===== src/rtl/core/rqd_pkg.sv =====
package rqd_pkg;

    localparam int QUEUE_DEPTH = 16;
    localparam int ID_BITS     = 8;
    localparam int ADDR_W      = $clog2(QUEUE_DEPTH);
    localparam int CNT_W       = $clog2(QUEUE_DEPTH + 1);

    localparam logic [1:0] CMD_APPEND = 2'd0;
    localparam logic [1:0] CMD_POP    = 2'd1;
    localparam logic [1:0] CMD_DELETE = 2'd2;
    localparam logic [1:0] CMD_QUERY  = 2'd3;

    localparam logic [1:0] STATUS_OK       = 2'd0;
    localparam logic [1:0] STATUS_EMPTY    = 2'd1;
    localparam logic [1:0] STATUS_FULL     = 2'd2;
    localparam logic [1:0] STATUS_NOTFOUND = 2'd3;

    typedef struct packed {
        logic [1:0]         status;
        logic [CNT_W-1:0]   entry_count;
        logic               head_valid;
        logic [ID_BITS-1:0] head_id;
    } res_t;

endpackage


===== src/rtl/core/rqd_ram.sv =====
module rqd_ram #(
    parameter int DEPTH = 16,
    parameter int WIDTH = 8
) (
    input  logic                     aclk,
    input  logic                     we,
    input  logic [$clog2(DEPTH)-1:0] waddr,
    input  logic [WIDTH-1:0]         wdata,
    input  logic [$clog2(DEPTH)-1:0] raddr,
    output logic [WIDTH-1:0]         rdata
);

    logic [WIDTH-1:0] mem [DEPTH];
    logic [WIDTH-1:0] rdata_reg;

    always_ff @(posedge aclk) begin
        if (we) begin
            mem[waddr] <= wdata;
        end
        rdata_reg <= mem[raddr];
    end

    assign rdata = rdata_reg;

endmodule


===== src/rtl/core/rqd_seq.sv =====
module rqd_seq
    import rqd_pkg::*;
(
    input  logic               aclk,
    input  logic               aresetn,
    input  logic               in_valid,
    output logic               in_ready,
    input  logic [1:0]         in_cmd,
    input  logic [ID_BITS-1:0] in_id,
    output logic               res_valid,
    input  logic               res_ready,
    output res_t               res,
    output logic               ram_we,
    output logic [ADDR_W-1:0]  ram_waddr,
    output logic [ID_BITS-1:0] ram_wdata,
    output logic [ADDR_W-1:0]  ram_raddr,
    input  logic [ID_BITS-1:0] ram_rdata
);

    typedef enum logic [3:0] {
        S_IDLE   = 4'b0001,
        S_SEARCH = 4'b0010,
        S_SHIFT  = 4'b0100,
        S_RESP   = 4'b1000
    } state_t;

    state_t             state_reg, state_next;
    logic [CNT_W-1:0]   occ_reg, occ_next;
    logic [ID_BITS-1:0] head_reg, head_next;
    logic [ADDR_W-1:0]  idx_reg, idx_next;
    logic [ID_BITS-1:0] key_reg, key_next;
    logic [1:0]         status_reg, status_next;

    logic [ADDR_W-1:0]  idx_inc;
    logic [CNT_W-1:0]   idx_inc_cnt;
    logic [CNT_W-1:0]   idx_inc2_cnt;

    assign idx_inc      = idx_reg + ADDR_W'(1);
    assign idx_inc_cnt  = CNT_W'(idx_reg) + CNT_W'(1);
    assign idx_inc2_cnt = CNT_W'(idx_reg) + CNT_W'(2);

    always_ff @(posedge aclk) begin
        if (!aresetn) begin
            state_reg <= S_IDLE;
            occ_reg   <= '0;
        end else begin
            state_reg <= state_next;
            occ_reg   <= occ_next;
        end
        head_reg   <= head_next;
        idx_reg    <= idx_next;
        key_reg    <= key_next;
        status_reg <= status_next;
    end

    always_comb begin
        state_next  = state_reg;
        occ_next    = occ_reg;
        head_next   = head_reg;
        idx_next    = idx_reg;
        key_next    = key_reg;
        status_next = status_reg;
        ram_we      = 1'b0;
        ram_waddr   = idx_reg;
        ram_wdata   = ram_rdata;
        ram_raddr   = idx_inc;
        in_ready    = 1'b0;
        res_valid   = 1'b0;

        case (state_reg)
            S_IDLE: begin
                in_ready = 1'b1;
                if (in_valid) begin
                    status_next = STATUS_OK;
                    state_next  = S_RESP;
                    case (in_cmd)
                        CMD_APPEND: begin
                            if (occ_reg >= CNT_W'(QUEUE_DEPTH)) begin
                                status_next = STATUS_FULL;
                            end else begin
                                ram_we    = 1'b1;
                                ram_waddr = occ_reg[ADDR_W-1:0];
                                ram_wdata = in_id;
                                if (occ_reg == '0) begin
                                    head_next = in_id;
                                end
                                occ_next = occ_reg + CNT_W'(1);
                            end
                        end
                        CMD_POP: begin
                            if (occ_reg == '0) begin
                                status_next = STATUS_EMPTY;
                            end else if (occ_reg == CNT_W'(1)) begin
                                occ_next = '0;
                            end else begin
                                // slide everything behind the head forward
                                ram_raddr  = ADDR_W'(1);
                                idx_next   = '0;
                                state_next = S_SHIFT;
                            end
                        end
                        CMD_DELETE: begin
                            if (occ_reg == '0) begin
                                status_next = STATUS_EMPTY;
                            end else begin
                                ram_raddr  = '0;
                                idx_next   = '0;
                                key_next   = in_id;
                                state_next = S_SEARCH;
                            end
                        end
                        default: begin
                            status_next = STATUS_OK;
                        end
                    endcase
                end
            end
            S_SEARCH: begin
                // read data belongs to slot idx_reg
                if (ram_rdata == key_reg) begin
                    status_next = STATUS_OK;
                    if (idx_inc_cnt >= occ_reg) begin
                        occ_next   = occ_reg - CNT_W'(1);
                        state_next = S_RESP;
                    end else begin
                        ram_raddr  = idx_inc;
                        state_next = S_SHIFT;
                    end
                end else if (idx_inc_cnt >= occ_reg) begin
                    status_next = STATUS_NOTFOUND;
                    state_next  = S_RESP;
                end else begin
                    ram_raddr = idx_inc;
                    idx_next  = idx_inc;
                end
            end
            S_SHIFT: begin
                // read data is slot idx_reg + 1, moves down into idx_reg
                ram_we    = 1'b1;
                ram_waddr = idx_reg;
                ram_wdata = ram_rdata;
                if (idx_reg == '0) begin
                    head_next = ram_rdata;
                end
                if (idx_inc2_cnt < occ_reg) begin
                    ram_raddr = idx_reg + ADDR_W'(2);
                    idx_next  = idx_inc;
                end else begin
                    occ_next   = occ_reg - CNT_W'(1);
                    state_next = S_RESP;
                end
            end
            S_RESP: begin
                res_valid = 1'b1;
                if (res_ready) begin
                    state_next = S_IDLE;
                end
            end
            default: begin
                state_next = S_IDLE;
            end
        endcase
    end

    always_comb begin
        res.status      = status_reg;
        res.entry_count = occ_reg;
        res.head_valid  = (occ_reg != '0);
        res.head_id     = (occ_reg != '0) ? head_reg : '0;
    end

endmodule


===== src/rtl/core/ready_queue_with_delete_by_id.sv =====
// Ready queue of up to 16 process ids kept in arrival order in a single-port-write,
// registered-read RAM. One command is taken at a time. Append, query and the
// error cases go from idle straight to the response state, and the result then
// passes through an output register onto m_tdata. Remove-head and remove-by-id walk
// the RAM one slot per cycle: the search reads one slot per cycle and the gap is
// closed by moving one slot per cycle behind the match before the response state.
// The result sits in an output register, so the next request is taken while a
// result still waits on m_tready.
module ready_queue_with_delete_by_id
    import rqd_pkg::*;
(
    input  logic        aclk,
    input  logic        aresetn,
    input  logic        s_tvalid,
    output logic        s_tready,
    input  logic [15:0] s_tdata,   // cmd[1:0], proc_id[9:2], zero[15:10]
    output logic        m_tvalid,
    input  logic        m_tready,
    output logic [15:0] m_tdata    // head_id[7:0], head_valid[8], entry_count[13:9],
                                   // status[15:14]
);

    logic               res_valid;
    logic               res_ready;
    res_t               res;
    logic               ram_we;
    logic [ADDR_W-1:0]  ram_waddr;
    logic [ID_BITS-1:0] ram_wdata;
    logic [ADDR_W-1:0]  ram_raddr;
    logic [ID_BITS-1:0] ram_rdata;

    logic               m_tvalid_reg, m_tvalid_next;
    res_t               m_res_reg, m_res_next;

    rqd_seq u_seq (
        .aclk      (aclk),
        .aresetn   (aresetn),
        .in_valid  (s_tvalid),
        .in_ready  (s_tready),
        .in_cmd    (s_tdata[1:0]),
        .in_id     (s_tdata[2 +: ID_BITS]),
        .res_valid (res_valid),
        .res_ready (res_ready),
        .res       (res),
        .ram_we    (ram_we),
        .ram_waddr (ram_waddr),
        .ram_wdata (ram_wdata),
        .ram_raddr (ram_raddr),
        .ram_rdata (ram_rdata)
    );

    rqd_ram #(
        .DEPTH (QUEUE_DEPTH),
        .WIDTH (ID_BITS)
    ) u_ram (
        .aclk  (aclk),
        .we    (ram_we),
        .waddr (ram_waddr),
        .wdata (ram_wdata),
        .raddr (ram_raddr),
        .rdata (ram_rdata)
    );

    assign res_ready = !m_tvalid_reg || m_tready;

    always_comb begin
        m_tvalid_next = m_tvalid_reg;
        m_res_next    = m_res_reg;
        if (res_valid && res_ready) begin
            m_tvalid_next = 1'b1;
            m_res_next    = res;
        end else if (m_tready) begin
            m_tvalid_next = 1'b0;
        end
    end

    always_ff @(posedge aclk) begin
        if (!aresetn) begin
            m_tvalid_reg <= 1'b0;
        end else begin
            m_tvalid_reg <= m_tvalid_next;
        end
        m_res_reg <= m_res_next;
    end

    assign m_tvalid = m_tvalid_reg;
    assign m_tdata  = {m_res_reg.status, m_res_reg.entry_count,
                       m_res_reg.head_valid, 8'(m_res_reg.head_id)};

`ifndef SYNTHESIS
    a_head_matches_count: assert property (@(posedge aclk) disable iff (!aresetn)
        m_tvalid |-> (m_tdata[8] == (m_tdata[13:9] != '0))
                     && (m_tdata[13:9] <= CNT_W'(QUEUE_DEPTH)))
        else $error("head_valid disagrees with entry_count");

    a_one_at_a_time: assert property (@(posedge aclk) disable iff (!aresetn)
        (s_tvalid && s_tready) |=> !s_tready)
        else $error("request taken while a command is in progress");

    a_no_accept_with_result: assert property (@(posedge aclk) disable iff (!aresetn)
        !(s_tready && res_valid))
        else $error("sequencer idle and holding a result at once");
`endif

endmodule


===== config.mk =====
export PLATFORM = sky130hd
export DESIGN_NAME = ready_queue_with_delete_by_id
export DESIGN_NICKNAME = d
export VERILOG_FILES = /design/src/rtl/core/rqd_pkg.sv /design/src/rtl/core/rqd_ram.sv /design/src/rtl/core/rqd_seq.sv /design/src/rtl/core/ready_queue_with_delete_by_id.sv
export SDC_FILE = /design/constraint.sdc
export NUM_CORES = 1
export LEC_CHECK = 0
export ABC_CLOCK_PERIOD_IN_PS = 4700
export BUFFER_PORTS_ARGS = -buffer_cell sky130_fd_sc_hd__buf_4
export CELL_PAD_IN_SITES_DETAIL_PLACEMENT = 1
export CELL_PAD_IN_SITES_GLOBAL_PLACEMENT = 1
export CORE_ASPECT_RATIO = 0.6
export CORE_MARGIN = 2
export CORE_UTILIZATION = 35
export DETAILED_ROUTE_END_ITERATION = 7
export GPL_TIMING_DRIVEN = 0
export PLACE_DENSITY = 0.6
export SLEW_MARGIN = 40
export SYNTH_ARGS = -nofsm -noshare
export SYNTH_HDL_FRONTEND = slang
export SYNTH_SLANG_ARGS = --single-unit

===== constraint.sdc =====
create_clock -name aclk -period 4.7 [get_ports aclk]
set_clock_uncertainty 0.05 [all_clocks]
set_input_delay 0.235 -clock aclk [delete_from_list [all_inputs] [get_ports aclk]]
set_output_delay 0.235 -clock aclk [all_outputs]
set_load 0.02 [all_outputs]

==> impl_metrics.json, run 1 <==
{
  "synthSimpleGateAreaFrac": 0.142,
  "regArea_um2": 5350,
  "grt_pass1_wl_um": 34400,
  "p_sw_uw": 1470,
  "finalCritPeriodShare": 0.880,
  "power_frac_seq": 0.439,
  "post_cts_buffers": 0,
  "status": "complete, no violations",
  "worstSetupEndpointType": "flop",
  "cts_sinks": 184,
  "setup-violations-final": 0,
  "nFillCells": 2425,
  "drv_cap": 0,
  "antenna_cells": 0,
  "hold_viol_final": 0,
  "avgRoutedWirePerCell_um": 22.0,
  "fin_crit_ns": 4.14,
  "vias": 5423,
  "required_ns": 4.72,
  "largest_register_ffs": 128,
  "arrival_ns": 4.16,
  "drive_gt1_frac": 0.137,
  "startpoint_type": "flop",
  "rows": 43,
  "worstMarginPinSlew_ns": 0.837,
  "area_delta_synth_final_pct": 16.9,
  "htree_levels": 4,
  "clock_insertion_delay_worst_skew_ns": 0.43,
  "internal_power_uw": 3280,
  "cts.repair.resized": 0,
  "power_frac_clock": 0.329,
  "cp_slowest_cell": "a211oi_1",
  "layout.nets": 742,
  "post-route-util": 0.415,
  "worstReg2RegEnd": "u_seq.idx_reg[0]$_SDFFCE_PP0P_",
  "rrSetupSlack_ns": 0.56,
  "cts_tree": "built",
  "crit_path_cell_trace": "buf_2 -> inv_1 -> ha_1 -> ha_1 -> a21boi_0 -> o21ai_0 -> a21oi_1 -> a211oi_1 -> nor3b_1 -> nor3_1 -> nor3_2",
  "remaining_drc_errors": 0,
  "synth_top_area_frac": 0.611,
  "antenna_found_initial": 0,
  "synth_top_family_by_area": "simple AND/OR/NAND/NOR gates",
  "drtIter0Drc": 429,
  "pin_count": 38,
  "synth_nets": 685,
  "dr.pass1.iters": 5,
  "cts.clk_slew.worst_paths_ns": 0.07,
  "dp_hpwl_um": 16300,
  "rr_worst_depth": 11,
  "grt-ovfl-total": 0,
  "clk_path_buf_depth": 2,
  "crit_top_cell": "ha_1",
  "yosys.area.top_type": "edfxtp_1",
  "gp_congestion": 0.835,
  "synthCells": 645,
  "postCtsHoldBufs": 8,
  "top_register": "u_ram.mem",
  "p_leak_uw": 0.00350,
  "synthXorXnorAreaFrac": 0.0118,
  "grt_usage": 0.194,
  "vdd_ir_drop_max_uv": 298,
  "seq_area_frac_synth": 0.656,
  "crit_start": "u_seq.idx_reg[0]$_SDFFCE_PP0P_",
  "synth_mux_area_frac": 0.0589,
  "final_antenna_net_count": 0,
  "finalNonFillerCells": 1029,
  "io_buffers": 30,
  "maxSlewViolCount": 0,
  "synth_compound_area_frac": 0.0741,
  "dp.cells": 990,
  "synth_area_um2": 8150,
  "grt_pass1_vias": 5415,
  "netSwitchingFraction": 0.310,
  "die_width_um": 201,
  "grt_max_degree": 17,
  "worstSetupPathType": "flop to flop",
  "multi_input_area_um2": 2640,
  "holdPathStages": 3,
  "worst_slack_ns": 0.563,
  "numCtsBuffers": 17,
  "finalWirelength_um": 22700,
  "relSlewSlack": 0.440,
  "synth-edff-count": 166,
  "final.setup.tns_ns": 0,
  "avgSynthCellArea_um2": 12.6,
  "dieArea_um2": 24600,
  "netlist_top_cells_area": "edfxtp_1 (61%), nand2_1 (6.2%), mux2i_1 (5.9%)",
  "setup.worst_path.end": "u_seq.idx_reg[0]$_SDFFCE_PP0P_",
  "dieHeight_um": 122,
  "hold_slack_ns": 0.121,
  "power_density_nw_per_um2": 499,
  "synthFlopType": "edfxtp_1",
  "hp-class": "input pin to flop",
  "synthAdderAreaFrac": 0.0307,
  "core_um2": 23000,
  "comb_power_share": 0.232,
  "start_util": 0.355,
  "reg_top3": "u_ram.mem x128, m_tdata x16",
  "ys_types": 55,
  "synthArstFlopShare": 0,
  "fmax_mhz": 242,
  "cts_root_buf": "clkbuf_16",
  "ys_warn_count": 0,
  "dp_slack_ns": 0.391,
  "rsz0062_at_grt": "no",
  "crit_path_max_fanout": 8,
  "r2r-start": "u_seq.idx_reg[0]$_SDFFCE_PP0P_",
  "cpPeakStageDelay_ns": 0.62,
  "ys_seq_elements": 184,
  "viasPerCell": 5.27
}
worst max-delay path, delay by kind of cell, from the launching register on:
kind                       cells  cell delay (ns)
buffers and inverters          2             0.41
adders and majority gates      2             0.70
and+or+nand+nor                3             1.16
DFF                            1             0.39
AOI/OAI and AO/OA              4             1.05
logic make-up after synthesis:
family	Yosys count
DFF	184
muxes	48
adders and majority gates	20
AOI/OAI and AO/OA	82
and+or+nand+nor	256
buffers and inverters	44
xor gates and xnor gates	11
metal layers:
layer  part of all wire  track usage
met5                  0            0
met4             0.0099       0.0449
met3              0.059       0.0433
met2               0.38        0.255
met1               0.55        0.315
synthesized netlist by cell type (2+ instances only):
library cell	instances
edfxtp_1	166
nand2_1	134
mux2i_1	48
nand3_1	37
nor2_1	35
a32oi_1	20
ha_1	20
dfxtp_1	18
inv_1	15
and2_1	13
o21ai_0	13
clkbuf_1	11
a21oi_1	10
buf_2	10
nor3_1	10
xnor2_1	9
a21boi_0	5
a31oi_1	5
and3_1	5
buf_6	5
nor2b_1	4
a21o_1	3
a22oi_1	3
nand4_1	3
nor4b_1	3
or4b_4	3
a211o_1	2
a22o_1	2
nor3b_1	2
nor4_1	2
o21a_1	2
o22a_1	2
o22ai_1	2
xor2_1	2
stage by stage:
stage                     cell area (um2)  power, uW
after detailed placement             8780       3210
after global routing                 9530       4950
after floorplan                      8150       2760
after CTS                            9490       4780
after global placement               8770       3170
final                                9530       4750
how the worst min path moves through the flow:
stage                                        startpoint                    endpoint  slack (ns)
final                                          m_tready       m_tvalid$_SDFFE_PN0P_        0.12
after global routing                           m_tready       m_tvalid$_SDFFE_PN0P_        0.13
after CTS                                      m_tready       m_tvalid$_SDFFE_PN0P_        0.09
after detailed placement  u_seq.status_reg[0]$_DFFE_PP_       m_tdata[14]$_DFFE_PP_        0.36
after global placement    u_seq.occ_reg[3]$_SDFFE_PN0P_       m_tdata[12]$_DFFE_PP_        0.36
after floorplan                              s_tdata[2]  u_seq.key_reg[0]$_DFFE_PP_        0.28
layout by cell type (no fill, tap or decap), types with 8 or more instances in the layout:
cell / Yosys / layout
clkbuf_1: 11 / 12
buf_4: 1 / 31
o21ai_0: 13 / 12
dfxtp_1: 18 / 18
nand3_1: 37 / 37
buf_2: 10 / 10
a32oi_1: 20 / 20
dlygate4sd3_1: 0 / 8
edfxtp_1: 166 / 166
and2_1: 13 / 13
mux2i_1: 48 / 48
nand2_1: 134 / 134
nor2_2: 1 / 14
inv_1: 15 / 15
nor2_1: 35 / 22
a21oi_1: 10 / 10
xnor2_1: 9 / 9
nor3_1: 10 / 9
ha_1: 20 / 20
clkbuf_16: 0 / 17
cell type report:
type,instances,area share
Buffer,28,0.0167
Clock buffer,18,0.0450
Clock inverter,13,0.0211
Inverter,16,0.00630
Multi-Input combinational cell,417,0.277
Sequential cell,184,0.561
Tap cell,315,0.0414
Timing Repair Buffer,38,0.0320
power by group through the flow:
stage | Clock [uW] | Sequential [uW] | Combinational, uW
floorplan | 0 | 2100 | 653
global placement | 0 | 2120 | 1050
detailed placement | 0 | 2120 | 1080
CTS | 1600 | 2090 | 1090
global route | 1650 | 2100 | 1200
finish | 1560 | 2090 | 1100
Power figures use the tool's default switching activity.
==> inputs of run 2 (changes only) <==
CORE_ASPECT_RATIO = 0.75   (was 0.6)
==> run 2 against run 1 <==
Net effect: clock power is 4% lower; sequential share of layout area is 0.26 points higher; wire length is 2.8% lower; worst setup slack improved by 0.23 ns; utilization down 0.13 points; largest cell class unchanged; largest power group unchanged.
==> impl_metrics.json, run 2 (synthesis results as in run 1) <==
{
  "status": "complete, no violations",
  "setup-violations-final": 0,
  "antenna_found_initial": 0,
  "dp_hpwl_um": 15500,
  "met3_usage": 0.0447,
  "final_area_um2": 9490,
  "crit_path_cell_trace": "buf_2 -> inv_1 -> ha_1 -> ha_1 -> a21boi_0 -> o21ai_0 -> a21oi_1 -> a211oi_1 -> nor3b_1 -> nor3_1 -> nor3_2",
  "core_um2": 22900,
  "io_buffers": 30,
  "grt_max_degree": 19,
  "grt_usage": 0.186,
  "dp_slack_ns": 0.604,
  "grt_pass1_vias": 5475,
  "antenna_cells": 0,
  "worstReg2RegEnd": "u_seq.idx_reg[1]$_SDFFCE_PP0P_",
  "hp-class": "input pin to flop",
  "netSwitchingFraction": 0.325,
  "rows": 48,
  "maxSlewViolCount": 0,
  "gp_congestion": 0.824,
  "r2r-start": "u_seq.idx_reg[0]$_SDFFCE_PP0P_",
  "internal_power_uw": 3150,
  "area_delta_synth_final_pct": 16.3,
  "cpPeakStageDelay_ns": 0.54,
  "cts_root_buf": "clkbuf_16",
  "grt_busiest_layer": "met1",
  "reg_top3": "u_ram.mem x128, m_tdata x16",
  "viasPerCell": 5.22,
  "start_util": 0.355,
  "avgRoutedWirePerCell_um": 21.7,
  "cts.clk_slew.worst_paths_ns": 0.07,
  "dieHeight_um": 136,
  "rrSetupSlack_ns": 0.79,
  "holdPathStages": 3,
  "worst_slack_ns": 0.793,
  "relSlewSlack": 0.413,
  "final_antenna_net_count": 0,
  "rsz0062_at_grt": "no",
  "power_frac_clock": 0.319,
  "numCtsBuffers": 17,
  "htree_levels": 4,
  "worstSetupPathType": "flop to flop",
  "final_common_cell": "edfxtp_1",
  "cp_slowest_cell": "a211oi_1",
  "worstSetupEndpointType": "flop",
  "startpoint_type": "flop",
  "hold_viol_final": 0,
  "largest_register_ffs": 128,
  "drive_gt1_frac": 0.135,
  "vdd_ir_drop_max_uv": 231,
  "cts_sinks": 184,
  "clock_insertion_delay_worst_skew_ns": 0.44,
  "p_sw_uw": 1520,
  "power_frac_seq": 0.447,
  "hp-start": "m_tready",
  "use_met1": 0.280,
  "final.setup.tns_ns": 0,
  "postCtsHoldBufs": 8,
  "rr_worst_depth": 11,
  "placed_area_um2": 8770,
  "drv_cap": 0,
  "die_width_um": 180,
  "grt_pass1_wl_um": 33700,
  "worstMarginPinSlew_ns": 0.877,
  "fmax_mhz": 256,
  "finalWirelength_um": 22000,
  "use_met2": 0.271,
  "cts.repair.resized": 0,
  "layout_common_cells": "edfxtp_1 (166), nand2_1 (134), mux2i_1 (48)",
  "drtIter0Drc": 401,
  "grt-ovfl-total": 0,
  "fin_crit_ns": 3.91,
  "cts_tree": "built",
  "hold_path_end": "m_tvalid$_SDFFE_PN0P_",
  "remaining_drc_errors": 0,
  "finalCritPeriodShare": 0.831,
  "dieArea_um2": 24500,
  "arrival_ns": 3.94,
  "comb_power_share": 0.234,
  "pin_count": 38,
  "dr.pass1.iters": 5,
  "crit_path_max_fanout": 8,
  "post-route-util": 0.413,
  "top_register": "u_ram.mem",
  "vias": 5303,
  "required_ns": 4.73,
  "clk_path_buf_depth": 2,
  "power_density_nw_per_um2": 492,
  "power_uw": 4670,
  "post_cts_buffers": 0,
  "crit_top_cell": "ha_1",
  "p_leak_uw": 0.00350,
  "layout.nets": 743
}
[run 2: cell types whose count changed in the layout (fill, tap and decap cells not counted), sizes merged]
cell	before	now
clkbuf	29	28
buf	47	48
inv	18	22
bufinv	5	2
clkinv	5	6
[run 2: final cells by class]
type / instances / area (um2)
sequential: 184 / 5350
timing repair buffer: 39 / 317
multi-input combinational: 417 / 2620
tap: 300 / 375
clock buffer: 17 / 425
buffer: 28 / 159
fill: 2417 / 13500
clock inverter: 15 / 188
inverter: 16 / 60.1
[run 2: worst max-delay path by stage]
stage,start,endpoint,slack (ns),cells past startpoint
after global routing,u_seq.idx_reg[1]$_SDFFCE_PP0P_,u_ram.rdata[4]$_DFF_P_,0.56,13
after CTS,u_seq.idx_reg[0]$_SDFFCE_PP0P_,u_seq.idx_reg[2]$_SDFFCE_PP0P_,0.62,11
after floorplan,u_seq.idx_reg[0]$_SDFFCE_PP0P_,u_seq.idx_reg[0]$_SDFFCE_PP0P_,1.61,11
final,u_seq.idx_reg[0]$_SDFFCE_PP0P_,u_seq.idx_reg[1]$_SDFFCE_PP0P_,0.79,11
after detailed placement,u_seq.idx_reg[0]$_SDFFCE_PP0P_,u_seq.idx_reg[0]$_SDFFCE_PP0P_,0.60,11
after global placement,u_seq.idx_reg[0]$_SDFFCE_PP0P_,u_seq.idx_reg[0]$_SDFFCE_PP0P_,0.69,11
[run 2: metal layers]
metal	part of all wire	routed length, um	up-vias
met1	0.51	11300	2667
met5	0	0	-
met4	0.0074	164	0
li1	-	-	2504
met3	0.050	1100	15
met2	0.43	9470	117
[run 2: power by group through the flow]
stage | sequential [uW] | combinational (uW) | clock [uW]
2_1_floorplan | 2100 | 653 | 0
3_3_place_gp | 2120 | 1050 | 0
3_5_place_dp | 2130 | 1080 | 0
4_1_cts | 2090 | 1090 | 1520
5_1_grt | 2100 | 1190 | 1590
6_report | 2090 | 1090 | 1490
[run 2: worst max-delay path: cells and delay by family (launching register included)]
kind / cells / cell delay [ns]
AOI/OAI and AO/OA: 4 / 0.99
and+or+nand+nor: 3 / 1.04
adders and majority gates: 2 / 0.72
DFF: 1 / 0.38
buffers and inverters: 2 / 0.38
[run 2: through the flow]
| step | hold slack [ns] | std cells |
|---|---|---|
| 3_5_place_dp | 0.361 | 976 |
| 4_1_cts | 0.0802 | 1016 |
| 5_1_grt | 0.0888 | 1016 |
| 6_report | 0.0902 | 1016 |
| 2_1_floorplan | 0.284 | 645 |
| 3_3_place_gp | 0.352 | 975 |
==> inputs of run 3 (changes only) <==
ABC_CLOCK_PERIOD_IN_PS = 4000   (was 4700)
clock period = 4 ns   (was 4.7 ns; I/O delays follow)
==> run 3 against run 2 <==
Net effect: via count is 0.47% higher; utilization is 0.14 points higher; fmax up 3.4%; non-clock buffer count shrank 1; combinational power is 20% higher; flip-flop and latch count unchanged; die area unchanged; sequential power up 17%; worst setup slack got worse by 0.57 ns; worst hold slack lost 0.036 ns; power increased by 18%; largest cell class unchanged.
==> impl_metrics.json, run 3 (synthesis results as in run 1) <==
{
  "status": "complete, no violations",
  "dp_hpwl_um": 15500,
  "final_area_um2": 9520,
  "final.setup.tns_ns": 0,
  "numCtsBuffers": 17,
  "clock_insertion_delay_worst_skew_ns": 0.45,
  "crit_start": "u_seq.idx_reg[1]$_SDFFCE_PP0P_",
  "crit_path_cell_trace": "ha_1 -> xnor2_1 -> inv_1 -> ha_1 -> and2_1 -> o21ai_0 -> nand3_1 -> a21o_1 -> a21oi_4 -> clkbuf_4 -> mux2i_1 -> a32oi_1 -> nand2_1",
  "core_um2": 22900,
  "grt_pass1_vias": 5479,
  "critical_path.top_delay_family": "compound AO/OA/AOI/OAI gates",
  "gp_congestion": 0.824,
  "worstSetupPathType": "flop to flop",
  "vias": 5328,
  "fmax_mhz": 265,
  "rsz0062_at_grt": "yes",
  "largest_register_ffs": 128,
  "setup-violations-final": 0,
  "power_uw": 5510,
  "worstSetupEndpointType": "flop",
  "arrival_ns": 4.11,
  "antenna_found_initial": 0,
  "layout_common_cells": "edfxtp_1 (166), nand2_1 (134), mux2i_1 (43)",
  "required_ns": 4.34,
  "dieArea_um2": 24500,
  "cp_slowest_cell": "edfxtp_1",
  "die_width_um": 180,
  "avgRoutedWirePerCell_um": 21.7,
  "relSlewSlack": 0.435,
  "drv_cap": 0,
  "grt-ovfl-total": 0,
  "cp_num_buf_inv": 2,
  "cts.clk_slew.worst_paths_ns": 0.07,
  "cpPeakStageDelay_ns": 0.53,
  "final_antenna_net_count": 0,
  "rrSetupSlack_ns": 0.22,
  "top_register": "u_ram.mem",
  "power_density_nw_per_um2": 579,
  "finalCritPeriodShare": 0.944,
  "worst_slack_ns": 0.222,
  "cts_tree": "built",
  "reg_top3": "u_ram.mem x128, m_tdata x16",
  "rows": 48,
  "remaining_drc_errors": 0,
  "dp_slack_ns": -0.0958,
  "grt_max_degree": 19,
  "htree_levels": 4,
  "hp-start": "m_tready",
  "fin_crit_ns": 3.78,
  "cts_root_buf": "clkbuf_16",
  "worstMarginPinSlew_ns": 0.844,
  "cts_sinks": 184,
  "grt_pass1_wl_um": 33700,
  "area_delta_synth_final_pct": 16.7,
  "antenna_cells": 0,
  "finalWirelength_um": 22100,
  "layout.nets": 742,
  "clk_path_buf_depth": 2,
  "crit_top_cell": "ha_1",
  "grt_usage": 0.187,
  "placed_area_um2": 8770,
  "final_common_cell": "edfxtp_1",
  "hp-class": "input pin to flop",
  "maxSlewViolCount": 0,
  "hold_slack_ns": 0.0540,
  "drtIter0Drc": 479,
  "crit_path_max_fanout": 10,
  "io_buffers": 30,
  "pin_count": 38,
  "viasPerCell": 5.25,
  "r2r-start": "u_seq.idx_reg[1]$_SDFFCE_PP0P_",
  "dieHeight_um": 136,
  "startpoint_type": "flop",
  "drive_gt1_frac": 0.145,
  "vdd_ir_drop_max_uv": 277,
  "p_leak_uw": 0.00350,
  "hold_viol_final": 0,
  "start_util": 0.355,
  "dr.pass1.iters": 5
}
==> run 3: changes by cell type in the layout (fill, tap and decap cells not counted), sizes merged <==
cell | previous run | this run
buf | 48 | 47
==> run 3: metal layers <==
layer  up-vias  part of all wire  wire length [um]  track usage
li1       2500                 -                 -            -
met1      2708              0.51             11300        0.280
met2       100              0.43              9480        0.272
met3        20             0.047              1040       0.0447
met4         0            0.0098               217       0.0444
met5         -                 0                 0            0
==> run 3: area by class of cell <==
class | count | area [um2]
Fill cell | 2419 | 13400
Sequential cell | 184 | 5350
Multi-Input combinational cell | 417 | 2650
Clock buffer | 17 | 425
Tap cell | 300 | 375
Timing Repair Buffer | 39 | 317
Clock inverter | 15 | 188
Buffer | 27 | 159
Inverter | 16 | 60.1
==> run 3: what timing repair did <==
item / CTS / global route
hold buffers: 8 / 0
pin swaps: 0 / 0
hold endpoints to repair: 10 / 0
setup buffers: 0 / 0
gates resized for setup: 1 / 10
endpoints found under the setup margin: 4 / 12
==> run 3: power by group <==
part / internal (uW) / switching [uW] / leakage (uW)
clock network: 949 / 803 / 0.000299
logic: 390 / 917 / 0.00154
registers: 2380 / 74.1 / 0.00165
total: 3720 / 1790 / 0.00350
==> run 3: path summary, 6_finish.rpt <==
| check | endpoint | cells past startpoint |
|---|---|---|
| max reg2reg | u_ram.rdata[3]$_DFF_P_ | 13 |
| max | u_ram.rdata[3]$_DFF_P_ | 13 |
| min reg2reg | m_tdata[15]$_DFFE_PP_ | 0 |
| min | m_tvalid$_SDFFE_PN0P_ | 3 |
==> run 3: worst min-delay path, stage by stage <==
cell and delay [ns]:
buf_4 0.08, nor2b_1 0.06, o21a_1 0.16
==> run 3: per-stage QoR <==
step                cells  utilization
finish               1015        0.415
global route         1015        0.415
CTS                  1016        0.413
detailed placement    976        0.382
global placement      975        0.382
floorplan             645            -
